<file path="src/rtl/lraus_ram.sv">
// Generic single-write, single-read RAM with a registered read port.
// No dependencies; holds the per-slot timestamps of the scorer.
`default_nettype none

module lraus_ram #(
	parameter int WIDTH = 64,
	parameter int DEPTH = 64
) (
	input  wire                     clk,
	input  wire                     we,
	input  wire [$clog2(DEPTH)-1:0] waddr,
	input  wire [WIDTH-1:0]         wdata,
	input  wire [$clog2(DEPTH)-1:0] raddr,
	output logic [WIDTH-1:0]        rdata
);

	logic [WIDTH-1:0] mem [DEPTH];

	always_ff @(posedge clk) begin
		if (we) begin
			mem[waddr] <= wdata;
		end
		rdata <= mem[raddr];
	end

endmodule

`default_nettype wire

</file>
<file path="config.mk">
export PLATFORM = sky130hd
export DESIGN_NAME = lraus_ram
export DESIGN_NICKNAME = d
export VERILOG_FILES = /design/src/rtl/lraus_ram.sv
export SDC_FILE = /design/constraint.sdc
export NUM_CORES = 2
export LEC_CHECK = 0
export BUFFER_PORTS_ARGS = -buffer_cell sky130_fd_sc_hd__buf_4
export CAP_MARGIN = 25
export CORE_ASPECT_RATIO = 0.7
export CORE_MARGIN = 2
export CORE_UTILIZATION = 35
export DETAILED_ROUTE_END_ITERATION = 10
export GPL_ROUTABILITY_DRIVEN = 0
export HOLD_SLACK_MARGIN = 0.05
export PLACE_DENSITY_LB_ADDON = 0.1
export SYNTH_ARGS = -nofsm -noshare
export SYNTH_HDL_FRONTEND = slang
export SYNTH_SLANG_ARGS = --single-unit
export TNS_END_PERCENT = 50
</file>
<file path="constraint.sdc">
create_clock -name clk -period 6.5 [get_ports clk]
set_clock_uncertainty 0.15 [all_clocks]
set_input_delay 0 -clock clk [delete_from_list [all_inputs] [get_ports clk]]
set_output_delay 0 -clock clk [all_outputs]
set_load 0.1 [all_outputs]
</file>
==> summary.txt <==
Status
  – Status: completed

Min path
  – Worst Hold Class: in -> reg

Synthesis
  – Post-synthesis sequential area ratio: 79.5%
  – Yosys reg bits: 4160
  – Avg Synthesized Cell Area: 23.7 um^2
  – Post-synth cell types: 33
  – Synthesized instance count: 6598
  – Yosys warns: 0
  – Synth Net Count: 6676
  – Syn Std Cell Area: 156000 um^2

Global route
  – GRT Total Usage: 22.4%
  – Largest net degree at the start of global routing: 116
  – Initial antenna violation count: 43
  – Grt ovf: 0
  – Vias in the first global route: 77253
  – First-pass GRT wire length: 691000 um

Drt
  – Drt drc: 0
  – Routed len/inst: 38.0 um
  – DRT Pass-1 Iters: 5
  – Vias per cell: 5.70
  – Final ANT Viol Nets: 0
  – Drt first-iter violations: 10103
  – Final wirelength: 514000 um
  – Via count: 77048

Critical path
  – CP bufs+invs: 4
  – Top Family by Delay on Critical Path: buffers and inverters
  – Slowest-stage cell, CP: a211oi_1
  – Setup crit end kind: flop
  – Crit-path cells: dlygate4sd3_1 > buf_16 > buf_12 > buf_4 > mux4_2 > a22oi_1 > and3_1 > a211oi_1
  – Critical path required time: 7120 ps
  – Critical Path AT: 4110 ps
  – Crit path max fanout: 81
  – WS Path Type: in -> reg
  – Startpoint Class: input pin
  – Max incr delay on CP: 990 ps

Pwr
  – Cell Pwr Density: 314 nW/um^2
  – P_leak: 56.7 nW
  – VDD IR-drop max: 0.000229 V
  – Pwr Total: 0.0572 W

Clock network
  – Clock Pin Slew Worst Setup and Hold Paths: 60 ps
  – TritonCTS Buffers: 413
  – Post-CTS Resized: 0
  – CTS hold repair buffers: 203
  – # Post-CTS Setup Buffers: 0
  – Clk buf depth: 4
  – Worst-Skew Late Latency: 1010 ps
  – CTS tree: done
  – H-tree Lvls: 5
  – Clock root cell: clkbuf_16
  – Clock Sinks: 4160

STA
  – Tcrit/Tclk final: 53.6%
  – Worst-Margin Slew: 1230 ps
  – Crit path time final: 3480 ps
  – Final Setup Violations: 0
  – Final WS setup: 3020 ps
  – Max-slew violations: 0
  – Hold Fails Final Rpt: 0
  – Max frequency: 287 MHz
  – Setup TNS: 0 ps
  – Slew HR: 17.6%
  – RSZ-0062 raised after global routing: false

Finish
  – Share of layout cells above drive strength 1: 28.8%
  – Fin util: 41.0%
  – Layout fillers: 38623
  – Net count, final: 7331
  – Finished Cell Area: 183000 um^2
  – Area Growth Syn to Fin: 16.8%

Floorplan
  – DIE HEIGHT: 563 um
  – I/O pin cnt: 142
  – Core Region: 445000 um^2
  – Die ar.: 452000 um^2
  – Site Rows: 205
  – Die W: 803 um
  – Initial core utilization: 35.1%

Placed design
  – HPWL Detailed: 277000 um
  – IO Port Bufs: 141
  – Placed cell areas: 166000 um^2
  – Pre-CTS WS: 2770 ps

Flow run
  – Maxcap violations: 0
[power by group]
group          switching (W)  internal (W)  leakage [nW]
registers           0.000175        0.0297          37.4
logic                0.00222       0.00113          12.7
clock network         0.0105        0.0136          6.56
total                 0.0129        0.0444          56.7
[through the flow]
stage | hold slack, ps | cells
6_report | 146 | 13521
5_1_grt | 137 | 13509
4_1_cts | 53.3 | 13505
3_5_place_dp | 377 | 12532
3_3_place_gp | 374 | 12526
2_1_floorplan | -51.1 | 6598
[placed cells by master (no fill, tap or decap), types with 45 or more instances in the layout]
cell type      count
mux4_2          1024
dfxtp_1           64
dlygate4sd3_1    149
o22ai_1           83
buf_12            54
nor2_4            65
clkinv_2          78
nor2_1            47
a22o_1            88
a211oi_1          62
a22oi_1          168
clkbuf_1          90
edfxtp_1        4096
clkbuf_16        421
and3_1            64
clkinv_1          82
nand3_1           45
buf_4            356
buf_16            48
mux2i_1          135
nand2_1           54
[logic make-up after synthesis]
group	Yosys count	synth area share, %
and+or+nand+nor	386	1.24
muxes	1159	15.6
DFF	4160	79.5
buffers and inverters	389	1.18
AOI/OAI and AO/OA	504	2.48
[worst reg2reg max path: stages (launching register included)]
cell,delay (ps)
edfxtp_1,320
mux4_2,240
mux2i_1,120
o22ai_1,240
a41oi_1,90
a211oi_1,1020
[sequential cells by signal (all words and copies together) (netlist names)]
| name | cells |
|---|---|
| rdata | 64 |
| mem | 4096 |
[per-layer routing]
metal  GRT usage (%)  vias to the layer above  share of wire (%)
li1                -                    29882                  -
met3            3.62                      542                7.0
met4            3.77                       10                1.7
met5               0                        -              0.012
met2            33.7                     3040                 45
met1            34.8                    43574                 47
[synthesized netlist by cell type, drive strengths merged]
cell type	instances	share of area (%)
a211oi	63	0.30
a22o	88	0.49
a22oi	168	0.81
a2bb2oi	19	0.11
a31o	1	0.0056
a31oi	18	0.072
a41oi	26	0.15
and2	3	0.012
and3	64	0.26
buf	230	0.80
clkbuf	140	0.34
dfxtp	64	0.82
edfxtp	4096	79
inv	19	0.046
mux2i	135	0.86
mux4	1024	15
nand2	58	0.14
nand2b	11	0.044
nand3	45	0.14
nand3b	2	0.0096
nand4	2	0.0080
nand4b	1	0.0056
nor2	112	0.27
nor2b	28	0.11
nor3	2	0.0064
o221ai	38	0.21
o22ai	83	0.33
or2	28	0.11
or3	29	0.12
or3b	1	0.0056
[path summary, 6_finish.rpt]
kind,from,to,slack (ps),cells after the start
worst min-delay path,wdata[2],mem[12][2],150,2
worst max-delay path,raddr[0],rdata[51],3020,8
worst max register to register,mem[53][51],rdata[51],4100,5
worst min register to register,mem[55][16],rdata[16],670,4
[area by class of cell]
type	count	area [um^2]	area share (%)
multi-input combinational	2049	30800	16.9
clock inverter	226	2060	1.13
clock buffer	544	11300	6.20
inverter	19	71.3	0.0391
sequential	4160	124000	68.1
timing repair buffer	610	6610	3.62
tap	5899	7380	4.04
antenna	14	35.0	0.0192
Power figures use the tool's default switching activity.
